==> src/hw/rtl/boxb_pkg.sv <==
// ----------------------------------------------------------------------------
// boxb_pkg: shared types, constants and helpers of the 3x3 box blur
// Frame limits, register indexes, channel sum types and the divide-by-nine
// used by the filter datapath.
// ----------------------------------------------------------------------------
`default_nettype none

package boxb_pkg;

    localparam int MAX_WIDTH  = 2048;
    localparam int MAX_HEIGHT = 4096;

    // Widths that follow from the frame limits.
    localparam int COL_W   = $clog2(MAX_WIDTH);       // column index
    localparam int ROW_W   = $clog2(MAX_HEIGHT);      // row index
    localparam int WIDTH_W = $clog2(MAX_WIDTH) + 1;   // image width / lag
    localparam int HEIGHT_W = $clog2(MAX_HEIGHT) + 1; // image height

    localparam int CFG_DATA_W = 13;
    localparam int SUM_W      = 12;                   // up to 9 * 255

    // Configuration register indexes.
    localparam logic [0:0] REG_IMAGE_WIDTH  = 1'b0;
    localparam logic [0:0] REG_IMAGE_HEIGHT = 1'b1;

    // Reciprocal of nine scaled by 2^16; exact floor for sums up to 9 * 255.
    localparam logic [12:0] RECIP_NINE = 13'd7282;

    typedef logic [3:0][SUM_W-1:0] t_chan_sums;

    function automatic logic [7:0] div9(input logic [SUM_W-1:0] sum);
        logic [SUM_W+12:0] prod;
        prod = sum * RECIP_NINE;
        return prod[23:16];
    endfunction

endpackage

`default_nettype wire

==> src/hw/rtl/boxb_mean.sv <==
// ----------------------------------------------------------------------------
// boxb_mean: per-channel mean of the window or border copy
// Divides each channel sum by nine and picks the center pixel on borders.
// ----------------------------------------------------------------------------
`default_nettype none

module boxb_mean
    import boxb_pkg::*;
(
    input  wire  t_chan_sums  i_sums,
    input  wire  [31:0]       i_center,
    input  wire               i_border,
    output logic [31:0]       o_pixel
);

    logic [31:0] mean_pix;

    always_comb begin
        for (int k = 0; k < 4; k++) begin
            mean_pix[8*k +: 8] = div9(i_sums[k]);
        end
    end

    assign o_pixel = i_border ? i_center : mean_pix;

endmodule

`default_nettype wire

==> config.mk <==
export PLATFORM = sky130hd
export DESIGN_NAME = boxb_mean
export DESIGN_NICKNAME = d
export VERILOG_FILES = /design/src/hw/rtl/boxb_pkg.sv /design/src/hw/rtl/boxb_mean.sv
export SDC_FILE = /design/constraint.sdc
export NUM_CORES = 1
export LEC_CHECK = 0
export BUFFER_PORTS_ARGS = -buffer_cell sky130_fd_sc_hd__clkbuf_2
export CORE_AREA = 2 2 127 129
export DETAILED_ROUTE_END_ITERATION = 6
export DIE_AREA = 0 0 129 131
export PLACE_DENSITY_LB_ADDON = 0.25
export SYNTH_ARGS = -nofsm -noshare
export SYNTH_HDL_FRONTEND = slang
export SYNTH_SLANG_ARGS = --single-unit
==> constraint.sdc <==
create_clock -name vclk -period 9.6
set_input_delay 2.88 -clock vclk [all_inputs]
set_output_delay 2.88 -clock vclk [all_outputs]
set_load 0.03 [all_outputs]
== Word-level counts from Yosys, hierarchy flattened ==
Cells that the tools add are included.

* Flip-flop bits (word level): 0
* Bits in latches: 0
* Memory bits (writable): 0
* Memory bits (read-only): 0
* Bits of input ports: 81
* Output and inout bits: 32
* Word-level logic and storage cells: 5
* Memories: 0

* $add $sub $neg: 0
* Multiply operators: 4
* Div/mod/pow operators: 0
* Magnitude comparators: 0
* Equal/unequal tests: 0
* Shift operators: 0
* Muxes and demuxes: 1
* Bitwise logic cells: 0
* Reductions and logical operators: 0

{| class="wikitable"
|+ Operator list
! cell !! number
|-
| 12-bit by 12-bit multiplier with 23-bit output, second input constant || 4
|-
| 32-bit two-way mux || 1
|}

== Logic depth before layout (Yosys ltp) ==
Gate-level depths: netlist of the first run.

* Depth after elaboration: 2
* Mapped depth: 19

== Least setup slack after synthesis of the first run ==
No wires, ideal clock.

* Kind: input to output
* From: input i_sums[25] (netlist name)
* To: output o_pixel[22]
* Arrival time: 7540 ps
* Path slack: -820 ps
* Stages on the path: 16
* Path buffers: 0
* Cells stage by stage: fa_1 -> ha_1 -> inv_1 -> fa_1 -> inv_1 -> fa_1 -> inv_1 -> fa_1 -> inv_1 -> ha_1 -> a2111o_1 -> a211oi_2 -> o21ai_1 -> a221o_2 -> a21o_1 -> o31ai_1

* Longest elaborated chain between the ends: 2

{| class="wikitable"
|+ Ends and longest elaborated chain
! what !! line !! source
|-
| from (decl) || boxb_mean.sv:10 || <nowiki>input wire t_chan_sums i_sums,</nowiki>
|-
| 12-bit by 12-bit multiplier with 23-bit output || boxb_pkg.sv:33 || <nowiki>prod = sum * RECIP_NINE;</nowiki>
|-
| 32-bit two-way mux || boxb_mean.sv:24 || <nowiki>assign o_pixel = i_border ? i_center : mean_pix;</nowiki>
|-
| to (decl) || boxb_mean.sv:13 || <nowiki>output logic [31:0] o_pixel</nowiki>
|}

Every way passes these cells.

== Worst setup path in the final report of the first run ==
* From: input i_sums[31] (netlist name)
* To: output o_pixel[23]

The elaborated chain is that of the path after synthesis.

==> summary.txt, run 1 <==
Status
  – Status: complete, but fails checks
  – Failing checks: negative setup slack

Power and ir drop
  – Peak supply drop: around 0.43 mV
  – PwrDens: between 300 and 400 nW/um2
  – Lkg Pwr: about 7 nW

Timing
  – Pins over their slew limit: 0
  – Final setup fails: 32
  – RSZ-0062 raised after global routing: true
  – Part of the cycle the worst path needs: 1.09
  – WHS: 6.08 ns
  – Fin. Hold Viols: 0
  – Max Clock Freq: ~95 MHz
  – Worst setup margin: -0.872 ns
  – Slew at the pin closest to its max-slew limit: approximately 0.78 ns
  – Slew headroom: 0.482
  – Minimum clock period: about 10 ns

Logic synthesis
  – Synth Warn #: 0
  – Synth unique cells: 52
  – Post-synth top area share: 0.389
  – Post-Syn Nets: 1,402
  – Post-Syn Area per Cell: between 9 and 10 um2
  – Synthesized instance count: roughly 940
  – Synth area leader: ha_1
  – Register area share after synthesis: 0
  – Synth area leaders: ha_1 39%, fa_1 27%, inv_1 10%
  – Synth Cell Area: about 8600 um2

Final layout
  – Clock buf count: 0
  – Commonest non-fill, non-tap cells in the layout: 228 x buf_4, 218 x ha_1, 181 x inv_1
  – Final Util: 0.835
  – Share of cells above drive strength 1: 0.441
  – Layout sequential cell count: 0
  – Area delta synth->final: 52.2%
  – Reg area: 0 um2
  – Nets: 1,747
  – ANT cells: 0
  – Commonest non-fill, non-tap cell in the layout: buf_4

Setup path
  – Critical path peak fanout: 3
  – CP required: 6.72 ns
  – Startpoint type of the worst setup path: input pin
  – Setup CP Type: input pin to primary output
  – WP data arrival: about 7.6 ns
  – CP Capture Type: primary output

Global routing
  – Initial antenna violation count: 0
  – Global-route wire length before repair: between 30,000 and 40,000 um
  – Vias in the first global route: 8,243
  – Largest net degree at the start of global routing: between 50 and 60
  – Total GRT Usage: 0.277
  – Gr ovfl total: 0

Drt
  – WL/cell: about 18 um
  – Via count: roughly 8,100
  – Final WL: approximately 27,000 um
  – DRC viols: 0
  – Routed Antenna Nets: 0
  – Vias/cell: approximately 5.4
  – Drt first pass iters: 5
  – Initial DRC Count: about 280

Floorplan
  – Ports: between 100 and 150
  – Die width: roughly 130 um
  – Full die area: 16,900 um2
  – Row cnt: 46
  – Initial Util: 0.549
  – Core box area: 15,600 um2
  – Die Y: ~130 um

Job
  – Maxcap violations: 0

Place
  – Hpwl dp: 19,000 um
  – IO Port Bufs: approximately 110
  – GPL Wtd Cong: 0.867

Worst hold path
  – Worst hold path class: input pin to primary output
-- worst paths after layout --
path	from	endpoint	slack (ns)	cells past startpoint
worst max-delay path	i_sums[31]	o_pixel[23]	-0.87	20
worst min-delay path	i_center[17]	o_pixel[17]	6.08	4
-- cells in the mapped netlist (all sizes together), types with 8 or more instances --
cell type    n
a211oi       8
inv        229
nand2       50
o21a         9
a21o        21
xnor2       23
xor2        20
o31ai        8
nand3       14
nor2        14
fa         116
a21oi       40
ha         266
o21ai       35
-- per-layer routing --
metal | up-vias | track usage | routed length [um]
li1 | 3816 | - | -
met1 | 3969 | 0.345 | 10900
met2 | 247 | 0.526 | 14300
met3 | 76 | 0.0212 | 1010
met4 | 0 | 0.0575 | 1240
met5 | - | 0 | 0
-- critical path, cell delays in order --
cell and delay [ns]:
clkbuf_2 0.13, fa_1 0.49, ha_4 0.31, inv_2 0.04
fa_1 0.51, inv_1 0.07, fa_1 0.50, inv_2 0.04
fa_2 0.53, inv_2 0.05, ha_4 0.15, a2111o_1 0.39
o2bb2ai_1 0.18, o21ai_2 0.09, a221o_2 0.39, buf_6 0.13
a211oi_4 0.26, xnor2_1 0.18, o21ai_2 0.08, clkbuf_8 0.19
-- power by group --
| group | total (W) | internal [W] | switching, W |
|---|---|---|---|
| registers | 0 | 0 | 0 |
| logic | 0.00482 | 0.00235 | 0.00247 |
| clock network | 0 | 0 | 0 |
| total | 0.00482 | 0.00235 | 0.00247 |
-- final cells by class --
cell class                      instances  area, um2
Timing Repair Buffer                  350       2810
Multi-Input combinational cell        703       9050
Inverter                              229        891
Fill cell                             801       2570
Tap cell                              216        270
-- kinds of logic (layout without fill, tap and decap cells) --
family                     after synthesis  after routing  share of synthesized area
adders and majority gates              382            382                      0.660
buffers and inverters                  236            579                      0.104
AOI/OAI and AO/OA                      156            156                      0.121
and+or+nand+nor                        117            117                     0.0652
xor gates and xnor gates                43             43                     0.0440
muxes                                    5              5                    0.00629
-- timing repair --
action | 4_1_cts | 5_1_grt
gates resized for setup | 165 | 137
pin swaps | 86 | 81
hold buffers | 0 | 0
endpoints found under the setup margin | 32 | 32
buffers inserted | 20 | 19
hold endpoints to repair | 0 | 0
-- stage by stage --
stage                     total power, W  setup TNS [ns]  instances  setup slack, ns  area [um2]
after floorplan                  0.00226           -3.01        939           -0.425        8940
after global placement           0.00337          -16.40       1467           -0.730       11300
after detailed placement         0.00346          -18.27       1467           -0.806       11300
after CTS                        0.00410          -13.81       1481           -0.780       12200
after global routing             0.00517          -20.17       1498           -0.992       13000
final                            0.00482          -16.64       1498           -0.872       13000
(Power assumes the default switching activity.)
==> run 2: changes to the inputs <==
Settings changed: PLACE_DENSITY set to 0.8, PLACE_DENSITY_LB_ADDON 0.25 to not set, SLEW_MARGIN set to 20.
==> summary.txt, run 2 (synthesis gave the netlist of run 1 again) <==
Global routing
  – Gr ovfl total: 0
  – Global routing's busiest layer: met2
  – Initial antenna violation count: 0
  – Largest net degree at the start of global routing: slightly below 60
  – Vias in the first global route: approximately 9,000
  – M1 GR Usage: 0.357
  – Global-route wire length before repair: just over 40,000 um
  – Total GRT Usage: 0.305
  – Met2 GRT Util: 0.597
  – Met3 Usage GRT: 0.0167

Floorplan
  – Die Y: 131 um
  – Initial Util: 0.549
  – Full die area: 16,900 um2
  – Row cnt: between 40 and 50
  – Die width: 129 um
  – Core box area: around 16,000 um2
  – Ports: around 110

Place
  – GPL Wtd Cong: 0.876
  – IO Port Bufs: around 110
  – Placed cell count: between 1,000 and 1,500
  – Hpwl dp: 20,300 um

Final layout
  – Clock buf count: 0
  – Layout sequential cell count: 0
  – Commonest non-fill, non-tap cell in the layout: ha_1
  – Reg area: 0 um2
  – Share of cells above drive strength 1: 0.425
  – # fillers: ~800
  – Final cell count without fillers: about 1,500
  – ANT cells: 0
  – Multi-input logic area: between 8000 and 9000 um2
  – Commonest non-fill, non-tap cells in the layout: 230 x ha_1, 225 x buf_4, 183 x inv_1
  – Area delta synth->final: 49.3%
  – Nets: 1,744

Worst hold path
  – Worst hold path class: input pin to primary output
  – Hold path startpoint: i_center[25]
  – Min-Delay Path Depth: 3

Drt
  – Via count: ~8,400
  – Final WL: between 20,000 and 30,000 um
  – DRC viols: 0
  – WL/cell: slightly below 20 um
  – Vias/cell: 5.61
  – Drt first pass iters: 5
  – Routed Antenna Nets: 0
  – Initial DRC Count: about 470

Timing
  – Pins over their slew limit: 0
  – Final setup fails: 31
  – Slew headroom: 0.423
  – Fin. Hold Viols: 0
  – Part of the cycle the worst path needs: 1.10
  – Minimum clock period: 10.55 ns
  – Worst setup margin: -0.951 ns
  – Max Clock Freq: roughly 95 MHz
  – Slew at the pin closest to its max-slew limit: around 0.87 ns
  – RSZ-0062 raised after global routing: true

Setup path
  – CP startpoint: i_sums[27]
  – CP Capture Type: primary output
  – WP data arrival: about 7.7 ns
  – CP required: 6.72 ns
  – Critical path peak fanout: 4
  – Setup CP Type: input pin to primary output
  – Startpoint type of the worst setup path: input pin

Status
  – Status: complete, but fails checks
  – Failing checks: negative setup slack

Power and ir drop
  – Lkg Pwr: between 6 and 7 nW
  – Design Power: ~0.0047 W
  – PwrDens: between 300 and 400 nW/um2
  – Peak supply drop: about 0.42 mV

Job
  – Maxcap violations: 0
==> run 2: cell count changes in the layout (fill, tap and decap cells not counted), moves of 4 or more <==
cell     change
a21oi_2      +6
a21oi_4      -4
xor2_2       -4
buf_8        -4
ha_1        +12
ha_4        -11
inv_2        -4
==> run 2: critical path: stages <==
cell      delay, ns
buf_6          0.10
fa_1           0.56
ha_4           0.33
inv_2          0.04
fa_1           0.49
inv_2          0.04
fa_1           0.48
inv_1          0.06
fa_2           0.54
inv_2          0.06
ha_4           0.15
a2111o_1       0.40
a211oi_2       0.21
o21ai_2        0.11
a221o_2        0.41
a211oi_2       0.30
xnor2_2        0.15
o21ai_2        0.16
clkbuf_8       0.18
==> run 2: final timing paths <==
| path | slack (ns) | end |
|---|---|---|
| worst max-delay path | -0.95 | o_pixel[23] |
| worst min-delay path | 6.09 | o_pixel[25] |
==> run 2: where the power goes <==
| part | switching (W) | internal [W] |
|---|---|---|
| sequential | 0 | 0 |
| combinational | 0.00245 | 0.00227 |
| clock | 0 | 0 |
==> run 2: repair_timing <==
action                     CTS  global route
setup endpoints to repair   32            32
pin swaps                   82            92
buffers inserted            24            20
resized for setup          145           138
gates cloned                 0             0
hold buffers                 0             0
==> run 2: area by class of cell <==
cell class,instances,area share
inverters,229,0.0701
multi-input cells,703,0.691
well taps,216,0.0211
repair buffers,347,0.217
==> run 2: metal layers <==
metal	share of wire	vias up	wire length, um
li1	-	3815	-
met1	0.37	4058	11000
met2	0.52	380	15400
met3	0.055	136	1640
met4	0.057	0	1690
met5	0	-	0
==> run 2: metrics by stage <==
stage	TNS, ns	area [um2]	worst slack, ns	util	hold slack [ns]
after floorplan	-3.01	8940	-0.425	-	5.93
after detailed placement	-18.54	11300	-0.942	0.722	6.12
after global placement	-15.64	11300	-0.737	0.722	6.11
after CTS	-15.93	12100	-0.838	0.778	6.09
final	-18.93	12800	-0.951	0.819	6.09
after global routing	-23.24	12800	-1.10	0.819	6.11
==> run 3: changes to the inputs <==
Settings changed: BUFFER_PORTS_ARGS -buffer_cell sky130_fd_sc_hd__clkbuf_2 to not set, CORE_AREA 2 2 127 129 to 2 2 121 123, DIE_AREA 0 0 129 131 to 0 0 123 125, DONT_BUFFER_PORTS set to 1.
==> summary.txt, run 3 (synthesis gave the netlist of run 1 again) <==
Status
  – Status: complete, but fails checks
  – Failing checks: negative setup slack

Drt
  – Initial DRC Count: about 290
  – Routed Antenna Nets: 0
  – Vias/cell: ~5.8
  – WL/cell: ~20 um
  – Via count: approximately 7,600
  – Final WL: 25,900 um
  – Drt first pass iters: 5
  – DRC viols: 0

Floorplan
  – Row cnt: 44
  – Core box area: around 14,000 um2
  – Initial Util: 0.602
  – Die width: roughly 120 um
  – Die Y: between 100 and 150 um
  – Ports: approximately 110
  – Full die area: ~15,000 um2

Timing
  – WHS: between 5 and 6 ns
  – RSZ-0062 raised after global routing: true
  – Slew at the pin closest to its max-slew limit: 0.715 ns
  – Part of the cycle the worst path needs: 1.06
  – Worst setup margin: -0.619 ns
  – Pins over their slew limit: 0
  – Slew headroom: 0.518
  – Max Clock Freq: just under 100 MHz
  – Final setup fails: 31
  – Fin. Hold Viols: 0
  – Minimum clock period: 10.22 ns

Setup path
  – Setup CP Type: input pin to primary output
  – CP Capture Type: primary output
  – Critical path peak fanout: 3
  – CP required: around 6.7 ns
  – WP data arrival: 7.34 ns
  – Startpoint type of the worst setup path: input pin

Clocking
  – Hold buffers post-CTS: 0

Place
  – GPL Wtd Cong: between 0.8 and 0.9
  – IO Port Bufs: 0
  – Hpwl dp: about 19,000 um

Global routing
  – Total GRT Usage: 0.304
  – Vias in the first global route: ~8,300
  – Initial antenna violation count: 0
  – Largest net degree at the start of global routing: 60
  – Gr ovfl total: 0
  – Global-route wire length before repair: ~38,000 um

Worst hold path
  – Worst hold path class: input pin to primary output

Power and ir drop
  – Lkg Pwr: ~6 nW
  – Peak supply drop: about 0.50 mV
  – PwrDens: slightly below 400 nW/um2
  – Design Power: approximately 0.0045 W

Final layout
  – Layout sequential cell count: 0
  – Area delta synth->final: 33.8%
  – Clock buf count: 0
  – Commonest non-fill, non-tap cells in the layout: 234 x ha_1, 198 x inv_1, 145 x buf_4
  – # fillers: approximately 800
  – Reg area: 0 um2
  – Nets: about 1,600
  – Share of cells above drive strength 1: 0.318
  – Commonest non-fill, non-tap cell in the layout: ha_1
  – ANT cells: 0

Job
  – Maxcap violations: 0
run 3: cell types whose count changed in the layout (fill, tap and decap cells not counted), moves of 4 or more:
cell,delta
buf_12,+4
a21oi_1,+6
a21oi_2,-4
inv_2,-15
inv_1,+15
ha_1,+4
clkbuf_2,-59
buf_2,-4
buf_6,+8
clkbuf_8,-28
buf_4,-80
buf_8,-5
run 3: where the power goes:
group	internal, W	leakage, nW	switching, W	total, W
Clock	0	0	0	0
Sequential	0	0	0	0
Combinational	0.00210	6.18	0.00235	0.00446
run 3: path summary, 6_finish.rpt:
check	from	to	slack, ns	cells after the start
min	i_border	o_pixel[22]	5.90	1
max	i_sums[41]	o_pixel[31]	-0.62	17
run 3: area by class of cell:
type	instances	area, um2	share of cell area
multi-input combinational	703	8770	0.767
inverter	229	903	0.0789
tap	184	230	0.0201
timing repair buffer	181	1540	0.134
run 3: critical path, stage by stage:
cell      delay [ns]
inv_1           0.06
fa_1            0.57
inv_1           0.05
ha_1            0.29
buf_4           0.16
fa_1            0.52
fa_1            0.44
ha_1            0.31
ha_1            0.25
buf_4           0.16
o21ai_0         0.57
o21bai_1        0.25
a311oi_1        0.30
buf_4           0.18
xnor2_2         0.08
o21ai_2         0.13
buf_6           0.14
run 3: metrics by stage:
stage	utilization	std cells	area [um2]	setup slack (ns)	setup TNS [ns]
6_report	0.806	1297	11400	-0.619	-13.64
2_1_floorplan	-	939	8940	-0.425	-3.01
3_5_place_dp	0.735	1280	10400	-0.611	-12.70
4_1_cts	0.779	1291	11100	-0.517	-10.17
3_3_place_gp	0.735	1280	10400	-0.515	-10.44
5_1_grt	0.806	1297	11400	-0.762	-17.32
run 3: layer usage:
layer,GRT usage,part of all wire,vias up
met5,0,0,-
met4,0.0922,0.050,0
met3,0.0219,0.049,125
met2,0.576,0.52,308
met1,0.359,0.38,3664
li1,-,-,3482
run 3: what timing repair did:
item / in CTS / in global routing
resized for setup: 101 / 59
buffers inserted: 14 / 12
pin swaps: 66 / 70
setup endpoints to repair: 31 / 31
